### src/rtl/hvrc_pkg.sv
// ----------------------------------------------------------------------------
// hvrc_pkg
// Shared types and constants of the video request classifier.
// ----------------------------------------------------------------------------
package hvrc_pkg;

  // Configuration port
  localparam int CFG_IDX_W  = 1;
  localparam int CFG_DATA_W = 16;
  localparam logic [CFG_IDX_W-1:0] CFG_SERVER_PORT      = 1'b0;
  localparam logic [CFG_IDX_W-1:0] CFG_MIN_TOTAL_LENGTH = 1'b1;
  localparam logic [15:0] SERVER_PORT_RST      = 16'd80;
  localparam logic [15:0] MIN_TOTAL_LENGTH_RST = 16'd80;

  // Protocol constants
  localparam logic [7:0]  PROTO_TCP     = 8'd6;
  localparam logic [3:0]  MIN_TCP_WORDS = 4'd5;
  localparam logic [23:0] EXT_HEAD      = 24'h2E6D70;  // ".mp"
  localparam logic [7:0]  EXT_TAIL      = 8'h34;       // "4"
  localparam logic [15:0] POS_MAX       = 16'hFFFF;

  // IP header byte offsets
  localparam logic [15:0] POS_IHL      = 16'd0;
  localparam logic [15:0] POS_TLEN_HI  = 16'd2;
  localparam logic [15:0] POS_TLEN_LO  = 16'd3;
  localparam logic [15:0] POS_PROTOCOL = 16'd9;

  // Verdict codes
  typedef enum logic [1:0] {
    VERDICT_NOT_TCP    = 2'd0,
    VERDICT_OTHER_PORT = 2'd1,
    VERDICT_NO_MATCH   = 2'd2,
    VERDICT_MATCH      = 2'd3
  } verdict_t;

  // Packet status handed from the parser to the verdict stage
  typedef struct packed {
    logic        is_tcp;
    logic [15:0] total_length;
    logic [15:0] destination_port;
    logic        full_prefix;
    logic        extension_found;
  } pkt_status_t;

  // "GET " request prefix, one byte per payload index
  function automatic logic [7:0] get_prefix_byte(input logic [1:0] idx);
    logic [7:0] res;
    case (idx)
      2'd0:    res = 8'h47;
      2'd1:    res = 8'h45;
      2'd2:    res = 8'h54;
      default: res = 8'h20;
    endcase
    return res;
  endfunction

endpackage

### src/rtl/hvrc_in_if.sv
// ----------------------------------------------------------------------------
// hvrc_in_if
// Packet byte request channel: valid/ready with one byte and a last mark.
// ----------------------------------------------------------------------------
interface hvrc_in_if;
  logic       valid;
  logic       ready;
  logic [7:0] packet_byte;
  logic       last_byte;

  modport source (output valid, output packet_byte, output last_byte, input ready);
  modport sink   (input valid, input packet_byte, input last_byte, output ready);
endinterface

### src/rtl/hvrc_out_if.sv
// ----------------------------------------------------------------------------
// hvrc_out_if
// Verdict request channel: valid/ready with match flag and verdict code.
// ----------------------------------------------------------------------------
interface hvrc_out_if;
  logic       valid;
  logic       ready;
  logic       is_match;
  logic [1:0] verdict_code;

  modport source (output valid, output is_match, output verdict_code, input ready);
  modport sink   (input valid, input is_match, input verdict_code, output ready);
endinterface

### src/rtl/http_video_request_classifier_unit.sv
// ----------------------------------------------------------------------------
// http_video_request_classifier_unit
// Classifies IPv4 packets, one byte per request, as GET requests for .mp4.
// ----------------------------------------------------------------------------
//  channel | dir | payload                    | transfer
//  in_chan | in  | packet_byte[8], last_byte  | valid & ready
//  out_chan| out | is_match, verdict_code[2]  | valid & ready, one per packet
//  cfg_*   | in  | cfg_index[1], cfg_wdata[16]| cfg_we
//
//  One byte per cycle unless a last byte waits on a full result register.
//  Path: input register -> header capture/payload scan -> result register.
//  A full result register stalls only last bytes; other bytes keep flowing.
//  Synchronous active-low reset clears config to 80/80 and packet state.
// ----------------------------------------------------------------------------
module http_video_request_classifier_unit (
  input  logic                           clk,
  input  logic                           rst_n,
  hvrc_in_if.sink                        in_chan,
  hvrc_out_if.source                     out_chan,
  input  logic                           cfg_we,
  input  logic [hvrc_pkg::CFG_IDX_W-1:0] cfg_index,
  input  logic [hvrc_pkg::CFG_DATA_W-1:0] cfg_wdata
);
  import hvrc_pkg::*;

  logic        s1_valid_r;
  logic [7:0]  s1_byte_r;
  logic        s1_last_r;
  logic        s1_fire;
  logic        slot_free;
  logic [15:0] server_port_r;
  logic [15:0] min_len_r;
  pkt_status_t status;

  // Configuration registers
  always_ff @(posedge clk) begin
    if (!rst_n) begin
      server_port_r <= SERVER_PORT_RST;
      min_len_r     <= MIN_TOTAL_LENGTH_RST;
    end else if (cfg_we) begin
      case (cfg_index)
        CFG_SERVER_PORT:      server_port_r <= cfg_wdata;
        CFG_MIN_TOTAL_LENGTH: min_len_r     <= cfg_wdata;
        default: ;
      endcase
    end
  end

  // Input register; a last byte waits for a free result slot
  assign s1_fire       = s1_valid_r && (!s1_last_r || slot_free);
  assign in_chan.ready = !s1_valid_r || s1_fire;

  always_ff @(posedge clk) begin
    if (!rst_n) begin
      s1_valid_r <= 1'b0;
    end else if (in_chan.ready) begin
      s1_valid_r <= in_chan.valid;
    end
  end

  always_ff @(posedge clk) begin
    if (in_chan.ready && in_chan.valid) begin
      s1_byte_r <= in_chan.packet_byte;
      s1_last_r <= in_chan.last_byte;
    end
  end

  hvrc_parse u_parse (
    .clk      (clk),
    .rst_n    (rst_n),
    .fire     (s1_fire),
    .pkt_byte (s1_byte_r),
    .last     (s1_last_r),
    .status   (status)
  );

  hvrc_verdict u_verdict (
    .clk              (clk),
    .rst_n            (rst_n),
    .load             (s1_fire && s1_last_r),
    .status           (status),
    .server_port      (server_port_r),
    .min_total_length (min_len_r),
    .out_ready        (out_chan.ready),
    .out_valid        (out_chan.valid),
    .is_match         (out_chan.is_match),
    .verdict_code     (out_chan.verdict_code),
    .slot_free        (slot_free)
  );

  a_hold_stalled: assert property (@(posedge clk) disable iff (!rst_n)
    s1_valid_r && !s1_fire |=> s1_valid_r && $stable(s1_byte_r) && $stable(s1_last_r))
    else $error("stalled byte lost from input register");

  a_body_no_stall: assert property (@(posedge clk) disable iff (!rst_n)
    s1_valid_r && !s1_last_r |-> s1_fire)
    else $error("non-final byte stalled");

endmodule

### src/rtl/hvrc_parse.sv
// ----------------------------------------------------------------------------
// hvrc_parse
// Per-packet header capture and payload scan; one byte per fire.
// ----------------------------------------------------------------------------
module hvrc_parse (
  input  logic                clk,
  input  logic                rst_n,
  input  logic                fire,
  input  logic [7:0]          pkt_byte,
  input  logic                last,
  output hvrc_pkg::pkt_status_t status
);
  import hvrc_pkg::*;

  logic [15:0] pos_r, pos_nxt;
  logic [3:0]  ihw_r, ihw_nxt;
  logic [15:0] tlen_r, tlen_nxt;
  logic [7:0]  proto_r, proto_nxt;
  logic [15:0] dport_r, dport_nxt;
  logic [3:0]  thw_r, thw_nxt;
  logic        prefix_ok_r, prefix_ok_nxt;
  logic [23:0] recent_r, recent_nxt;
  logic        ext_r, ext_nxt;
  logic        zero_r, zero_nxt;

  logic [5:0]  tcp_start;
  logic [3:0]  words;
  logic [6:0]  payload_start;
  logic [15:0] ps_ext;
  logic        in_payload;
  logic        in_prefix;
  logic [1:0]  prefix_idx;

  // Field offsets; the header length byte always precedes every use
  assign tcp_start     = {ihw_r, 2'b00};
  assign words         = (thw_r < MIN_TCP_WORDS) ? MIN_TCP_WORDS : thw_r;
  assign payload_start = 7'(tcp_start) + 7'({words, 2'b00});
  assign ps_ext        = 16'(payload_start);
  assign in_payload    = pos_r >= ps_ext;
  assign in_prefix     = in_payload && (pos_r < (ps_ext + 16'd4));
  assign prefix_idx    = pos_r[1:0] - payload_start[1:0];

  // Next state for the current byte
  always_comb begin
    ihw_nxt       = ihw_r;
    tlen_nxt      = tlen_r;
    proto_nxt     = proto_r;
    dport_nxt     = dport_r;
    thw_nxt       = thw_r;
    prefix_ok_nxt = prefix_ok_r;
    recent_nxt    = recent_r;
    ext_nxt       = ext_r;
    zero_nxt      = zero_r;

    if (pos_r == POS_IHL)      ihw_nxt        = pkt_byte[3:0];
    if (pos_r == POS_TLEN_HI)  tlen_nxt[15:8] = pkt_byte;
    if (pos_r == POS_TLEN_LO)  tlen_nxt[7:0]  = pkt_byte;
    if (pos_r == POS_PROTOCOL) proto_nxt      = pkt_byte;

    if (pos_r == 16'(tcp_start) + 16'd2)  dport_nxt[15:8] = pkt_byte;
    if (pos_r == 16'(tcp_start) + 16'd3)  dport_nxt[7:0]  = pkt_byte;
    if (pos_r == 16'(tcp_start) + 16'd12) thw_nxt         = pkt_byte[7:4];

    if (in_prefix && (pkt_byte != get_prefix_byte(prefix_idx))) prefix_ok_nxt = 1'b0;

    // Extension search stops at the first zero byte
    if (in_payload && !zero_r) begin
      if (pkt_byte == 8'h00) begin
        zero_nxt = 1'b1;
      end else begin
        if ((recent_r == EXT_HEAD) && (pkt_byte == EXT_TAIL)) ext_nxt = 1'b1;
        recent_nxt = {recent_r[15:0], pkt_byte};
      end
    end

    pos_nxt = (pos_r == POS_MAX) ? pos_r : pos_r + 16'd1;
  end

  // Status as seen after this byte
  always_comb begin
    status.is_tcp           = (proto_nxt == PROTO_TCP);
    status.total_length     = tlen_nxt;
    status.destination_port = dport_nxt;
    status.full_prefix      = prefix_ok_nxt && (pos_r >= (ps_ext + 16'd3));
    status.extension_found  = ext_nxt;
  end

  // Packet state; the last byte returns it to the idle values
  always_ff @(posedge clk) begin
    if (!rst_n || (fire && last)) begin
      pos_r       <= '0;
      ihw_r       <= '0;
      tlen_r      <= '0;
      proto_r     <= '0;
      dport_r     <= '0;
      thw_r       <= '0;
      prefix_ok_r <= 1'b1;
      recent_r    <= '0;
      ext_r       <= 1'b0;
      zero_r      <= 1'b0;
    end else if (fire) begin
      pos_r       <= pos_nxt;
      ihw_r       <= ihw_nxt;
      tlen_r      <= tlen_nxt;
      proto_r     <= proto_nxt;
      dport_r     <= dport_nxt;
      thw_r       <= thw_nxt;
      prefix_ok_r <= prefix_ok_nxt;
      recent_r    <= recent_nxt;
      ext_r       <= ext_nxt;
      zero_r      <= zero_nxt;
    end
  end

  a_clear_after_last: assert property (@(posedge clk) disable iff (!rst_n)
    fire && last |=> (pos_r == '0) && prefix_ok_r && !ext_r && !zero_r)
    else $error("packet state not cleared after last byte");

  a_pos_idle: assert property (@(posedge clk) disable iff (!rst_n)
    !fire |=> $stable(pos_r))
    else $error("byte position moved without a byte");

endmodule

### src/rtl/hvrc_verdict.sv
// ----------------------------------------------------------------------------
// hvrc_verdict
// Verdict decode against the configuration and the result register.
// ----------------------------------------------------------------------------
module hvrc_verdict (
  input  logic                 clk,
  input  logic                 rst_n,
  input  logic                 load,
  input  hvrc_pkg::pkt_status_t status,
  input  logic [15:0]          server_port,
  input  logic [15:0]          min_total_length,
  input  logic                 out_ready,
  output logic                 out_valid,
  output logic                 is_match,
  output logic [1:0]           verdict_code,
  output logic                 slot_free
);
  import hvrc_pkg::*;

  logic     valid_r;
  verdict_t code_r, code_nxt;

  // Priority decode of the verdict
  always_comb begin
    if (!status.is_tcp || (status.total_length < min_total_length)) begin
      code_nxt = VERDICT_NOT_TCP;
    end else if (status.destination_port != server_port) begin
      code_nxt = VERDICT_OTHER_PORT;
    end else if (status.full_prefix && status.extension_found) begin
      code_nxt = VERDICT_MATCH;
    end else begin
      code_nxt = VERDICT_NO_MATCH;
    end
  end

  assign slot_free = !valid_r || out_ready;

  // Result valid
  always_ff @(posedge clk) begin
    if (!rst_n) begin
      valid_r <= 1'b0;
    end else if (slot_free) begin
      valid_r <= load;
    end
  end

  // Result payload
  always_ff @(posedge clk) begin
    if (load && slot_free) begin
      code_r <= code_nxt;
    end
  end

  assign out_valid    = valid_r;
  assign verdict_code = code_r;
  assign is_match     = (code_r == VERDICT_MATCH);

  a_no_overrun: assert property (@(posedge clk) disable iff (!rst_n)
    load |-> slot_free)
    else $error("verdict loaded while result register occupied");

  a_valid_after_load: assert property (@(posedge clk) disable iff (!rst_n)
    load |=> valid_r)
    else $error("loaded verdict not presented");

endmodule

### src/flat_wrapper.sv
// flat-port wrapper written by rule: the top's interface ports become plain ports
module http_video_request_classifier_unit_flat import hvrc_pkg::*;
  (clk, rst_n, cfg_we, cfg_index, cfg_wdata, in_chan_valid, in_chan_packet_byte, in_chan_last_byte, in_chan_ready, out_chan_valid, out_chan_is_match, out_chan_verdict_code, out_chan_ready);
  hvrc_in_if in_chan_i ();
  hvrc_out_if out_chan_i ();
  input  logic clk;
  input  logic rst_n;
  input  logic cfg_we;
  input  logic [hvrc_pkg::CFG_IDX_W-1:0] cfg_index;
  input  logic [hvrc_pkg::CFG_DATA_W-1:0] cfg_wdata;
  input wire logic [$bits(in_chan_i.valid)-1:0] in_chan_valid;
  input wire logic [$bits(in_chan_i.packet_byte)-1:0] in_chan_packet_byte;
  input wire logic [$bits(in_chan_i.last_byte)-1:0] in_chan_last_byte;
  output wire logic [$bits(in_chan_i.ready)-1:0] in_chan_ready;
  output wire logic [$bits(out_chan_i.valid)-1:0] out_chan_valid;
  output wire logic [$bits(out_chan_i.is_match)-1:0] out_chan_is_match;
  output wire logic [$bits(out_chan_i.verdict_code)-1:0] out_chan_verdict_code;
  input wire logic [$bits(out_chan_i.ready)-1:0] out_chan_ready;
  assign in_chan_i.valid = in_chan_valid;
  assign in_chan_i.packet_byte = in_chan_packet_byte;
  assign in_chan_i.last_byte = in_chan_last_byte;
  assign in_chan_ready = in_chan_i.ready;
  assign out_chan_valid = out_chan_i.valid;
  assign out_chan_is_match = out_chan_i.is_match;
  assign out_chan_verdict_code = out_chan_i.verdict_code;
  assign out_chan_i.ready = out_chan_ready;
  http_video_request_classifier_unit u_core (.clk(clk), .rst_n(rst_n), .in_chan(in_chan_i), .out_chan(out_chan_i), .cfg_we(cfg_we), .cfg_index(cfg_index), .cfg_wdata(cfg_wdata));
endmodule
### config.mk
export PLATFORM = sky130hd
export DESIGN_NAME = http_video_request_classifier_unit_flat
export DESIGN_NICKNAME = d
export VERILOG_FILES = /design/src/rtl/hvrc_pkg.sv /design/src/rtl/hvrc_in_if.sv /design/src/rtl/hvrc_out_if.sv /design/src/rtl/http_video_request_classifier_unit.sv /design/src/rtl/hvrc_parse.sv /design/src/rtl/hvrc_verdict.sv /design/src/flat_wrapper.sv
export SDC_FILE = /design/constraint.sdc
export NUM_CORES = 1
export LEC_CHECK = 0
export BUFFER_PORTS_ARGS = -buffer_cell sky130_fd_sc_hd__buf_2
export CAP_MARGIN = 25
export CORE_AREA = 3 3 147 149
export CTS_BUF_LIST = sky130_fd_sc_hd__clkbuf_16
export CTS_CLUSTER_DIAMETER = 80
export CTS_CLUSTER_SIZE = 40
export DETAILED_ROUTE_END_ITERATION = 10
export DIE_AREA = 0 0 150 152
export HOLD_SLACK_MARGIN = 0.05
export PLACE_DENSITY = 0.48
export SLEW_MARGIN = 20
export SYNTH_ARGS = -nofsm -noshare
export SYNTH_HDL_FRONTEND = slang
export SYNTH_SLANG_ARGS = --single-unit
### constraint.sdc
create_clock -name clk -period 3.5 [get_ports clk]
set_clock_uncertainty 0.15 [all_clocks]
set_input_delay 0.35 -clock clk [delete_from_list [all_inputs] [get_ports clk]]
set_output_delay 0.35 -clock clk [all_outputs]
set_load 0.01 [all_outputs]
==> results of run 1 <==
-- logic make-up after synthesis --
| logic type | count (synthesis) | synth area share |
|---|---|---|
| xor gates and xnor gates | 39 | 0.0481 |
| AOI/OAI and AO/OA | 142 | 0.130 |
| and+or+nand+nor | 316 | 0.220 |
| adders and majority gates | 38 | 0.0681 |
| DFF | 136 | 0.399 |
| buffers and inverters | 84 | 0.0466 |
| muxes | 60 | 0.0877 |
-- final timing paths --
path                            slack (ns)                                              to  cells past startpoint
worst max-delay path                  0.11  u_core.u_verdict.verdict_code[0]$_SDFFCE_PP0P_                     14
worst min-delay path                  0.07            u_core.server_port_r[5]$_SDFFE_PN0P_                      3
worst max register to register        0.11  u_core.u_verdict.verdict_code[0]$_SDFFCE_PP0P_                     14
worst min register to register        0.30          u_core.u_parse.tlen_r[15]$_SDFFE_PP0P_                      2
-- metal layers --
metal	vias to the layer above	wire, µm	track usage
met5	-	0	0
met1	2822	8950	0.221
li1	3001	-	-
met3	25	697	0.0322
met4	0	440	0.0636
met2	124	9380	0.289
-- cell usage after synthesis, types with 5 or more instances --
master / count / share of area
dfxtp_1: 125 / 0.35
o22ai_1: 5 / 0.0044
o211ai_1: 7 / 0.0074
or3_1: 6 / 0.0053
and2_1: 5 / 0.0044
nor3_1: 15 / 0.011
ha_1: 37 / 0.065
and4_1: 5 / 0.0062
a21o_1: 9 / 0.0095
nand4_1: 16 / 0.014
xnor2_1: 15 / 0.019
edfxtp_1: 11 / 0.047
nand3_1: 15 / 0.011
xor2_1: 24 / 0.030
mux2i_1: 46 / 0.065
mux2_2: 13 / 0.021
clkbuf_1: 35 / 0.019
nor4_1: 8 / 0.0071
nor2_1: 88 / 0.047
inv_1: 41 / 0.022
a21oi_1: 45 / 0.032
nand2_1: 115 / 0.061
a21boi_0: 29 / 0.031
o21ai_0: 22 / 0.016
nand2b_1: 6 / 0.0053
-- power by group --
part           internal (mW)  total [mW]  leakage [nW]  switching, mW
clock network          0.951        1.76         0.288          0.809
logic                  0.148       0.354          2.15          0.205
registers               1.60        1.64          1.12         0.0335
-- area by class of cell --
| type | instances | area [µm²] |
|---|---|---|
| timing repair buffer | 110 | 817 |
| clock buffer | 17 | 425 |
| inverter | 41 | 154 |
| tap | 270 | 338 |
| sequential | 136 | 2840 |
| clock inverter | 15 | 153 |
| multi-input combinational | 595 | 4050 |
| fill | 2041 | 11500 |
-- critical path: cells and delay by family, from the launching register on --
| family | cells | cell delay [ns] |
|---|---|---|
| AO/OA/AOI/OAI | 5 | 0.88 |
| XOR/XNOR | 1 | 0.16 |
| adder cells (fa/ha/maj) | 4 | 1.12 |
| flip-flops | 1 | 0.33 |
| AND/OR/NAND/NOR | 4 | 0.51 |
-- flip-flops by register name, indices dropped and copies added (netlist names) --
| signal | cells |
|---|---|
| u_core.u_parse.recent_r | 24 |
| u_core.min_len_r | 16 |
| u_core.server_port_r | 16 |
| u_core.u_parse.dport_r | 16 |
| u_core.u_parse.pos_r | 16 |
| u_core.u_parse.tlen_r | 16 |
| u_core.s1_byte_r | 8 |
| u_core.u_parse.proto_r | 8 |
| u_core.u_parse.ihw_r | 4 |
| u_core.u_parse.thw_r | 4 |
| u_core.u_verdict.verdict_code | 2 |
| u_core.s1_last_r | 1 |
| u_core.s1_valid_r | 1 |
| u_core.u_parse.ext_r | 1 |
| u_core.u_parse.prefix_ok_r | 1 |
| u_core.u_parse.zero_r | 1 |
| u_core.u_verdict.out_valid | 1 |
-- timing repair --
item                                    4_1_cts  5_1_grt
endpoints found under the hold margin        26        1
buffers inserted                              1        2
pin swaps                                     2       19
gates resized for setup                       2       27
hold buffers                                 24        1
endpoints found under the setup margin        4       27
==> metrics.txt, run 1 <==
# TYPE chip_impl_metric gauge
chip_impl_metric{name="hold_ws",unit="ns"} 0.0737
chip_impl_metric{name="maxCapViolations",unit=""} 0
chip_impl_metric{name="grt_usage",unit=""} 0.173
chip_impl_metric{name="fin_nets",unit=""} 970
chip_impl_metric{name="cts_buffer_depth",unit=""} 2
chip_impl_metric{name="synthArstFlopShare",unit=""} 0
chip_impl_metric{name="grt_first_pass_wirelength",unit="µm"} 31100
chip_impl_metric{name="die_h",unit="µm"} 152
chip_impl_metric{name="detail-route-antenna-nets",unit=""} 0
chip_impl_metric{name="place_inst",unit=""} 1124
chip_impl_metric{name="synth_edf_count",unit=""} 11
chip_impl_metric{name="worst_pin_slew",unit="ns"} 0.918
chip_impl_metric{name="period_minus_slack",unit="ns"} 3.39
chip_impl_info{name="outcome",value="finished, final reports clean"} 1
chip_impl_metric{name="synthCells",unit=""} 815
chip_impl_metric{name="num_rows",unit=""} 52
chip_impl_metric{name="worst_skew_pair.late_latency",unit="ns"} 0.43
chip_impl_metric{name="final_area",unit="µm²"} 8780
chip_impl_metric{name="clock_sinks",unit=""} 136
chip_impl_metric{name="yosys.cell_types.count",unit=""} 65
chip_impl_metric{name="setup_slack",unit="ns"} 0.113
chip_impl_info{name="worstSetupStartpointType",value="flop"} 1
chip_impl_metric{name="post_synth.cell_area_avg",unit="µm²"} 8.70
chip_impl_metric{name="diodes",unit=""} 0
chip_impl_metric{name="largest_net_degree_at_the_start_of_global_routing",unit=""} 48
chip_impl_metric{name="synthesis.nets",unit=""} 884
chip_impl_metric{name="cts-buffers-inserted",unit=""} 17
chip_impl_metric{name="lkg_pwr",unit="nW"} 3.56
chip_impl_metric{name="hold_viol_final",unit=""} 0
chip_impl_metric{name="antenna_found_initial",unit=""} 0
chip_impl_info{name="worst_setup_path_start",value="u_core.u_parse.thw_r[2]$_SDFFE_PP0P_"} 1
chip_impl_metric{name="timing.final.crit_share",unit=""} 0.968
chip_impl_info{name="critical_path_class",value="reg2reg"} 1
chip_impl_info{name="worst_hold_startpoint",value="cfg_wdata[5]"} 1
chip_impl_metric{name="grt.overflow.total",unit=""} 0
chip_impl_metric{name="drt_pre_antenna_iters",unit=""} 5
chip_impl_metric{name="initialDrtViolationCount",unit=""} 307
chip_impl_metric{name="grt_pass1_vias",unit=""} 5933
chip_impl_info{name="layout.cells.most_common",value="dfxtp_1"} 1
chip_impl_info{name="timing.critical_path.cells",value="a21oi_1 > or2_4 > ha_4 > fa_2 > ha_4 > nand2_1 > nor2_2 > xor2_1 > ha_1 > a21oi_1 > o21ai_1 > a221oi_2 > nor3_2 > o31a_1"} 1
chip_impl_metric{name="core_occupancy_in_the_finished_layout",unit=""} 0.432
chip_impl_metric{name="drc",unit=""} 0
chip_impl_metric{name="max-vdd-ir-drop",unit="mV"} 0.290
chip_impl_metric{name="routed_wire_length_per_instance",unit="µm"} 16.4
chip_impl_metric{name="fin_setup_tns",unit="ns"} 0
chip_impl_info{name="end_kind",value="flop"} 1
chip_impl_metric{name="cp_peak_stage_delay",unit="ns"} 0.57
chip_impl_metric{name="die_area",unit="µm²"} 22800
chip_impl_metric{name="setup_viol",unit=""} 0
chip_impl_metric{name="ctsHtreeMaxLevel",unit=""} 4
chip_impl_metric{name="synth-seq-area-share",unit=""} 0.399
chip_impl_metric{name="timing.fmax",unit="MHz"} 295
chip_impl_metric{name="via_per_inst",unit=""} 5.04
chip_impl_metric{name="power.total",unit="mW"} 3.75
chip_impl_metric{name="vias",unit=""} 5972
chip_impl_metric{name="floorplan.die.width",unit="µm"} 150
chip_impl_metric{name="synthToLayoutAreaGrowth",unit="%"} 23.7
chip_impl_metric{name="initial_utilization",unit=""} 0.349
chip_impl_metric{name="floorplan.io_pins",unit=""} 36
chip_impl_info{name="worstHoldPathType",value="in2reg"} 1
chip_impl_info{name="critical_path.reg2reg.startpoint",value="u_core.u_parse.thw_r[2]$_SDFFE_PP0P_"} 1
chip_impl_metric{name="maxSlewHeadroom",unit=""} 0.387
chip_impl_metric{name="detailedPlacementHpwl",unit="µm"} 14300
chip_impl_metric{name="place.port_buffers",unit=""} 35
chip_impl_metric{name="final_layout_size_suffix_gt1_frac",unit=""} 0.185
chip_impl_metric{name="pwr_density_cell",unit="nW/µm²"} 427
chip_impl_info{name="slowest_stage",value="fa_2"} 1
chip_impl_metric{name="design.core.area",unit="µm²"} 20300
chip_impl_info{name="root_buffer",value="clkbuf_16"} 1
chip_impl_metric{name="wl",unit="µm"} 19500
chip_impl_metric{name="clock_pin_transition_on_the_worst_setup_and_hold_timing_paths",unit="ns"} 0.07
chip_impl_metric{name="yosysWarnings",unit=""} 0
chip_impl_metric{name="synthesis.area",unit="µm²"} 7090
chip_impl_metric{name="path_max_fanout",unit=""} 2
chip_impl_metric{name="worst-endpoint-arrival",unit="ns"} 3.42
chip_impl_metric{name="critPathRequiredTime",unit="ns"} 3.53
chip_impl_metric{name="dp_slack",unit="ns"} -0.0516
chip_impl_metric{name="postSynthRegisterBits",unit=""} 136
chip_impl_info{name="mostFrequentLayoutCells",value="121 x dfxtp_1, 115 x nand2_1, 87 x nor2_1, 48 x buf_4, 46 x mux2i_1"} 1
chip_impl_info{name="cts_tree",value="built"} 1
chip_impl_metric{name="drv_slew",unit=""} 0
chip_impl_metric{name="post_layout_nonfiller_instances",unit=""} 1184
chip_impl_metric{name="place_congestion",unit=""} 0.889
chip_impl_info{name="postSynth.topFlopCell",value="dfxtp_1"} 1
chip_impl_metric{name="post_dp_cell_area",unit="µm²"} 7810
Note: power is estimated with default switching activity, not from simulation.
==> inputs of run 2 (changes only) <==
Clock period 3.5 ns to 3.1 ns, I/O delays scaled along.
==> metrics.txt, run 2 (synthesis gave the netlist of run 1 again) <==
# TYPE chip_impl_metric gauge
chip_impl_metric{name="place.port_buffers",unit=""} 35
chip_impl_metric{name="hold_viol_final",unit=""} 0
chip_impl_metric{name="via_per_inst",unit=""} 4.95
chip_impl_metric{name="grt_usage",unit=""} 0.180
chip_impl_metric{name="largest_net_degree_at_the_start_of_global_routing",unit=""} 48
chip_impl_metric{name="lkg_pwr",unit="nW"} 3.73
chip_impl_metric{name="wl",unit="µm"} 20000
chip_impl_metric{name="place_congestion",unit=""} 0.851
chip_impl_metric{name="max-vdd-ir-drop",unit="mV"} 0.356
chip_impl_metric{name="fin_setup_tns",unit="ns"} -4.67
chip_impl_metric{name="drv_slew",unit=""} 0
chip_impl_metric{name="design.core.area",unit="µm²"} 20300
chip_impl_info{name="cts_tree",value="built"} 1
chip_impl_metric{name="num_rows",unit=""} 52
chip_impl_metric{name="critPathRequiredTime",unit="ns"} 3.11
chip_impl_metric{name="path_max_fanout",unit=""} 2
chip_impl_metric{name="final_layout_size_suffix_gt1_frac",unit=""} 0.220
chip_impl_metric{name="power.total",unit="mW"} 4.22
chip_impl_metric{name="maxSlewHeadroom",unit=""} 0.374
chip_impl_info{name="end_kind",value="flop"} 1
chip_impl_metric{name="reg2reg_slack",unit="ns"} -0.31
chip_impl_metric{name="antenna_found_initial",unit=""} 0
chip_impl_metric{name="maxCapViolations",unit=""} 0
chip_impl_metric{name="drc",unit=""} 0
chip_impl_metric{name="cts-buffers-inserted",unit=""} 17
chip_impl_metric{name="largest_reg_flops",unit=""} 24
chip_impl_info{name="layout.cells.most_common",value="dfxtp_1"} 1
chip_impl_metric{name="setup_slack",unit="ns"} -0.306
chip_impl_info{name="rsz_0062_raised_after_global_routing",value="yes"} 1
chip_impl_metric{name="floorplan.io_pins",unit=""} 36
chip_impl_metric{name="clock_pin_transition_on_the_worst_setup_and_hold_timing_paths",unit="ns"} 0.06
chip_impl_info{name="largest-register",value="u_core.u_parse.recent_r"} 1
chip_impl_metric{name="worst_pin_slew",unit="ns"} 0.939
chip_impl_metric{name="timing.final.crit_share",unit=""} 1.10
chip_impl_metric{name="die_area",unit="µm²"} 22800
chip_impl_metric{name="initial_utilization",unit=""} 0.349
chip_impl_metric{name="worst_skew_pair.late_latency",unit="ns"} 0.42
chip_impl_metric{name="hold_path_depth",unit=""} 4
chip_impl_metric{name="initialDrtViolationCount",unit=""} 268
chip_impl_metric{name="drt_pre_antenna_iters",unit=""} 5
chip_impl_metric{name="timing.reg2reg.worst_path_depth",unit=""} 14
chip_impl_info{name="mostFrequentLayoutCells",value="118 x dfxtp_1, 111 x nand2_1, 87 x nor2_1, 58 x buf_4, 45 x mux2i_1"} 1
chip_impl_info{name="critical_path_class",value="reg2reg"} 1
chip_impl_metric{name="die_h",unit="µm"} 152
chip_impl_metric{name="worst-endpoint-arrival",unit="ns"} 3.42
chip_impl_metric{name="grt.overflow.total",unit=""} 0
chip_impl_info{name="worst_hold_startpoint",value="out_chan_ready"} 1
chip_impl_metric{name="core_occupancy_in_the_finished_layout",unit=""} 0.453
chip_impl_metric{name="cts_buffer_depth",unit=""} 2
chip_impl_metric{name="period_minus_slack",unit="ns"} 3.41
chip_impl_metric{name="grt_pass1_vias",unit=""} 6038
chip_impl_metric{name="fin_nets",unit=""} 993
chip_impl_metric{name="routed_wire_length_per_instance",unit="µm"} 16.5
chip_impl_metric{name="ctsHtreeMaxLevel",unit=""} 4
chip_impl_info{name="root_buffer",value="clkbuf_16"} 1
chip_impl_metric{name="detail-route-antenna-nets",unit=""} 0
chip_impl_info{name="outcome",value="complete, but fails checks"} 1
chip_impl_info{name="critical_path.reg2reg.startpoint",value="u_core.u_parse.thw_r[2]$_SDFFE_PP0P_"} 1
chip_impl_metric{name="detailedPlacementHpwl",unit="µm"} 14600
chip_impl_info{name="timing.hold.worst_endpoint",value="u_core.s1_valid_r$_SDFFE_PN0N_"} 1
chip_impl_metric{name="diodes",unit=""} 0
chip_impl_metric{name="setup_viol",unit=""} 28
chip_impl_metric{name="timing.fmax",unit="MHz"} 294
chip_impl_info{name="violations_in_the_final_reports",value="setup timing"} 1
chip_impl_metric{name="grt_first_pass_wirelength",unit="µm"} 32000
chip_impl_metric{name="clock_sinks",unit=""} 136
chip_impl_metric{name="vias",unit=""} 5979
chip_impl_metric{name="synthToLayoutAreaGrowth",unit="%"} 29.7
chip_impl_info{name="worstSetupStartpointType",value="flop"} 1
chip_impl_metric{name="floorplan.die.width",unit="µm"} 150
chip_impl_info{name="critical_path.reg2reg.endpoint",value="u_core.u_verdict.verdict_code[0]$_SDFFCE_PP0P_"} 1
chip_impl_metric{name="pwr_density_cell",unit="nW/µm²"} 458
chip_impl_info{name="worstHoldPathType",value="in2reg"} 1
run 2: repair_timing:
action / 4_1_cts / 5_1_grt
pin swaps: 21 / 24
resized for setup: 24 / 13
endpoints found under the hold margin: 37 / 0
setup buffers: 7 / 7
hold buffers: 26 / 0
setup endpoints to repair: 28 / 28
gates cloned: 3 / 0
run 2: final cells by class:
type	count	area, µm²
timing repair buffer	133	1110
sequential	136	2840
multi-input combinational	595	4190
fill	2000	11100
inverter	41	154
tap	270	338
clock inverter	15	143
clock buffer	17	425
run 2: power by group:
part,internal [mW],total (mW),switching (mW),leakage [nW]
combinational,0.185,0.429,0.245,2.33
sequential,1.81,1.85,0.0370,1.12
clock,1.12,1.94,0.821,0.278
total,3.12,4.22,1.10,3.73
run 2: stage by stage:
step                instances  setup slack (ns)  hold WS [ns]  cell area (µm²)
floorplan                 815            -0.185         0.259             7240
global placement         1133            -0.264         0.287             8030
detailed placement       1133            -0.288         0.290             8030
CTS                      1201            -0.245        0.0948             9110
global route             1207            -0.437         0.128             9200
finish                   1207            -0.306         0.117             9200
run 2: worst max path at each step:
stage / from / endpoint / slack (ns) / cells past startpoint
after floorplan: u_core.u_parse.pos_r[8]$_SDFFE_PP0P_ / u_core.u_verdict.verdict_code[1]$_SDFFCE_PP0P_ / -0.19 / 13
after global placement: u_core.u_parse.thw_r[2]$_SDFFE_PP0P_ / u_core.u_verdict.verdict_code[0]$_SDFFCE_PP0P_ / -0.26 / 14
after detailed placement: u_core.u_parse.thw_r[1]$_SDFFE_PP0P_ / u_core.u_verdict.verdict_code[0]$_SDFFCE_PP0P_ / -0.29 / 14
after CTS: u_core.u_parse.thw_r[2]$_SDFFE_PP0P_ / u_core.u_verdict.verdict_code[0]$_SDFFCE_PP0P_ / -0.24 / 14
after global routing: u_core.u_parse.thw_r[2]$_SDFFE_PP0P_ / u_core.u_verdict.verdict_code[0]$_SDFFCE_PP0P_ / -0.44 / 14
final: u_core.u_parse.thw_r[2]$_SDFFE_PP0P_ / u_core.u_verdict.verdict_code[0]$_SDFFCE_PP0P_ / -0.31 / 14
run 2: metal layers:
metal	up-vias	GRT usage	share of wire
met5	-	0	0
met4	0	0.0715	0.024
met1	2802	0.228	0.46
met2	101	0.300	0.49
li1	3050	-	-
met3	26	0.0337	0.027
run 2: worst max-delay path, cell delays in order (launching register included):
cell      delay, ns
dfxtp_2        0.34
a21oi_2        0.05
or2_4          0.23
ha_4           0.16
fa_2           0.56
ha_4           0.14
nand2_2        0.05
nor2_2         0.12
xor2_1         0.16
ha_1           0.26
a21oi_1        0.13
o21ai_1        0.10
a221oi_2       0.33
nor3_1         0.11
o31a_1         0.25
==> inputs of run 3 (changes only) <==
Settings changed: BUFFER_PORTS_ARGS -buffer_cell sky130_fd_sc_hd__buf_2 to unset, DONT_BUFFER_PORTS set to 1, PLACE_DENSITY 0.48 to 0.46, RECOVER_POWER set to 50.
==> metrics.txt, run 3 (synthesis gave the netlist of run 1 again) <==
# TYPE chip_impl_metric gauge
chip_impl_info{name="outcome",value="complete, but fails checks"} 1
chip_impl_info{name="violations_in_the_final_reports",value="setup timing"} 1
chip_impl_metric{name="core_occupancy_in_the_finished_layout",unit=""} 0.447
chip_impl_metric{name="grt_util_met2",unit=""} 0.300
chip_impl_metric{name="grt_usage",unit=""} 0.179
chip_impl_metric{name="grtUsageMet1",unit=""} 0.220
chip_impl_metric{name="clock_sinks",unit=""} 136
chip_impl_metric{name="setup_viol",unit=""} 27
chip_impl_metric{name="critPathRequiredTime",unit="ns"} 3.13
chip_impl_metric{name="gr-usage-met3",unit=""} 0.0414
chip_impl_info{name="largest-register",value="u_core.u_parse.recent_r"} 1
chip_impl_info{name="mostFrequentLayoutCells",value="119 x dfxtp_1, 110 x nand2_1, 88 x nor2_1, 64 x buf_4, 46 x mux2i_1"} 1
chip_impl_metric{name="floorplan.io_pins",unit=""} 36
chip_impl_metric{name="netSwitchingPower",unit="mW"} 1.20
chip_impl_info{name="rsz_0062_raised_after_global_routing",value="yes"} 1
chip_impl_metric{name="timing.fmax",unit="MHz"} 296
chip_impl_info{name="worstHoldPathType",value="in2reg"} 1
chip_impl_metric{name="synthToLayoutAreaGrowth",unit="%"} 28.0
chip_impl_metric{name="die_area",unit="µm²"} 22800
chip_impl_metric{name="timing.final.crit_share",unit=""} 1.09
chip_impl_metric{name="place.port_buffers",unit=""} 0
chip_impl_metric{name="initialDrtViolationCount",unit=""} 391
chip_impl_info{name="cts_tree",value="built"} 1
chip_impl_metric{name="via_per_inst",unit=""} 5.13
chip_impl_info{name="worstSetupStartpointType",value="flop"} 1
chip_impl_metric{name="diodes",unit=""} 0
chip_impl_metric{name="period_minus_slack",unit="ns"} 3.38
chip_impl_metric{name="grt_pass1_vias",unit=""} 6088
chip_impl_metric{name="place_inst",unit=""} 1100
chip_impl_metric{name="detailedPlacementHpwl",unit="µm"} 14600
chip_impl_metric{name="largest_net_degree_at_the_start_of_global_routing",unit=""} 85
chip_impl_metric{name="setup_slack",unit="ns"} -0.275
chip_impl_metric{name="place_congestion",unit=""} 0.868
chip_impl_metric{name="power_frac_comb",unit=""} 0.096
chip_impl_info{name="layout.cells.most_common",value="dfxtp_1"} 1
chip_impl_metric{name="power.total",unit="mW"} 4.35
chip_impl_metric{name="cts_buffer_depth",unit=""} 2
chip_impl_metric{name="final_layout_size_suffix_gt1_frac",unit=""} 0.197
chip_impl_metric{name="num_rows",unit=""} 52
chip_impl_metric{name="path_max_fanout",unit=""} 3
chip_impl_metric{name="detail-route-antenna-nets",unit=""} 0
chip_impl_metric{name="clock_pin_transition_on_the_worst_setup_and_hold_timing_paths",unit="ns"} 0.07
chip_impl_metric{name="final_area",unit="µm²"} 9080
chip_impl_metric{name="hold_viol_final",unit=""} 0
chip_impl_info{name="end_kind",value="flop"} 1
chip_impl_metric{name="floorplan.die.width",unit="µm"} 150
chip_impl_info{name="critical_path_class",value="reg2reg"} 1
chip_impl_metric{name="ctsHtreeMaxLevel",unit=""} 4
chip_impl_metric{name="internal_power",unit="mW"} 3.15
chip_impl_metric{name="maxCapViolations",unit=""} 0
chip_impl_metric{name="vias",unit=""} 6048
chip_impl_metric{name="wl",unit="µm"} 20200
chip_impl_metric{name="worst_pin_slew",unit="ns"} 0.937
chip_impl_metric{name="hold_ws",unit="ns"} 0.0742
chip_impl_metric{name="pwr_density_cell",unit="nW/µm²"} 480
chip_impl_metric{name="antenna_found_initial",unit=""} 0
chip_impl_metric{name="worst_skew_pair.late_latency",unit="ns"} 0.43
chip_impl_metric{name="design.core.area",unit="µm²"} 20300
chip_impl_metric{name="fin_nets",unit=""} 964
chip_impl_metric{name="drv_slew",unit=""} 0
chip_impl_info{name="grt_busiest_layer",value="met2"} 1
chip_impl_metric{name="routed_wire_length_per_instance",unit="µm"} 17.1
chip_impl_metric{name="lkg_pwr",unit="nW"} 3.62
chip_impl_metric{name="seq_power_share",unit=""} 0.424
chip_impl_metric{name="grt.overflow.total",unit=""} 0
chip_impl_metric{name="post_layout_nonfiller_instances",unit=""} 1178
chip_impl_metric{name="max-vdd-ir-drop",unit="mV"} 0.367
chip_impl_metric{name="reg2reg_slack",unit="ns"} -0.28
chip_impl_metric{name="drt_pre_antenna_iters",unit=""} 5
chip_impl_metric{name="power_frac_clock",unit=""} 0.479
chip_impl_metric{name="die_h",unit="µm"} 152
chip_impl_metric{name="drc",unit=""} 0
chip_impl_metric{name="cts-buffers-inserted",unit=""} 17
chip_impl_info{name="root_buffer",value="clkbuf_16"} 1
chip_impl_metric{name="initial_utilization",unit=""} 0.349
chip_impl_metric{name="grt_first_pass_wirelength",unit="µm"} 32100
chip_impl_metric{name="maxSlewHeadroom",unit=""} 0.375
chip_impl_metric{name="power_switching_share",unit=""} 0.277
chip_impl_metric{name="post_dp_cell_area",unit="µm²"} 7860
chip_impl_metric{name="largest_reg_flops",unit=""} 24
chip_impl_metric{name="worst-endpoint-arrival",unit="ns"} 3.40
[run 3: cell count changes in the layout (fill, tap and decap cells not counted), sizes merged]
cell         delta
buf            -32
clkbuf          +1
clkinv          -4
clkinvlp        -1
dlygate4sd3     +2
inv             +5
[run 3: critical path: stages (launching register included)]
cell      delay (ns)
dfxtp_2         0.34
a21oi_2         0.06
or2_4           0.23
ha_4            0.16
fa_2            0.38
a21o_1          0.18
a21oi_2         0.20
buf_4           0.15
xor2_1          0.16
ha_1            0.27
a21oi_2         0.15
o21ai_2         0.08
a221oi_2        0.28
nor3_1          0.11
o31a_1          0.24
[run 3: power groups by stage]
| stage | sequential, mW | combinational (mW) | clock [mW] |
|---|---|---|---|
| floorplan | 1.87 | 0.249 | 0 |
| global placement | 1.89 | 0.353 | 0 |
| detailed placement | 1.89 | 0.360 | 0 |
| CTS | 1.85 | 0.417 | 2.12 |
| global route | 1.85 | 0.466 | 2.21 |
| finish | 1.85 | 0.419 | 2.09 |
[run 3: final cells by class]
| type | count | area [µm²] |
|---|---|---|
| fill | 1993 | 11200 |
| tap | 270 | 338 |
| inverter | 41 | 154 |
| clock buffer | 17 | 425 |
| multi-input combinational | 595 | 4200 |
| clock inverter | 15 | 178 |
| timing repair buffer | 104 | 941 |
| sequential | 136 | 2840 |
[run 3: what timing repair did]
| item | CTS | global route |
|---|---|---|
| buffers inserted | 12 | 4 |
| hold buffers | 29 | 0 |
| pin swaps | 19 | 15 |
| gates cloned | 3 | 0 |
| endpoints found under the hold margin | 50 | 0 |
| endpoints found under the setup margin | 28 | 29 |
| gates resized for setup | 24 | 12 |
[run 3: metal layers]
layer	up-vias	wire length [µm]	part of all wire
li1	2994	-	-
met1	2896	8910	0.44
met2	122	9830	0.49
met3	36	762	0.038
met4	0	666	0.033
met5	-	0	0
[run 3: per-stage QoR]
stage | setup TNS [ns] | setup WS [ns]
2_1_floorplan | -0.611 | -0.185
3_3_place_gp | -5.21 | -0.305
3_5_place_dp | -6.96 | -0.357
4_1_cts | -5.72 | -0.255
5_1_grt | -8.63 | -0.405
6_report | -4.17 | -0.275
[run 3: path summary, 6_finish.rpt]
check,from,end,cells past startpoint
worst min-delay path,cfg_index,u_core.server_port_r[5]$_SDFFE_PN0P_,3
worst max register to register,u_core.u_parse.thw_r[1]$_SDFFE_PP0P_,u_core.u_verdict.verdict_code[0]$_SDFFCE_PP0P_,14
worst max-delay path,u_core.u_parse.thw_r[1]$_SDFFE_PP0P_,u_core.u_verdict.verdict_code[0]$_SDFFCE_PP0P_,14
worst min register to register,u_core.u_parse.tlen_r[14]$_SDFFE_PP0P_,u_core.u_parse.tlen_r[14]$_SDFFE_PP0P_,2
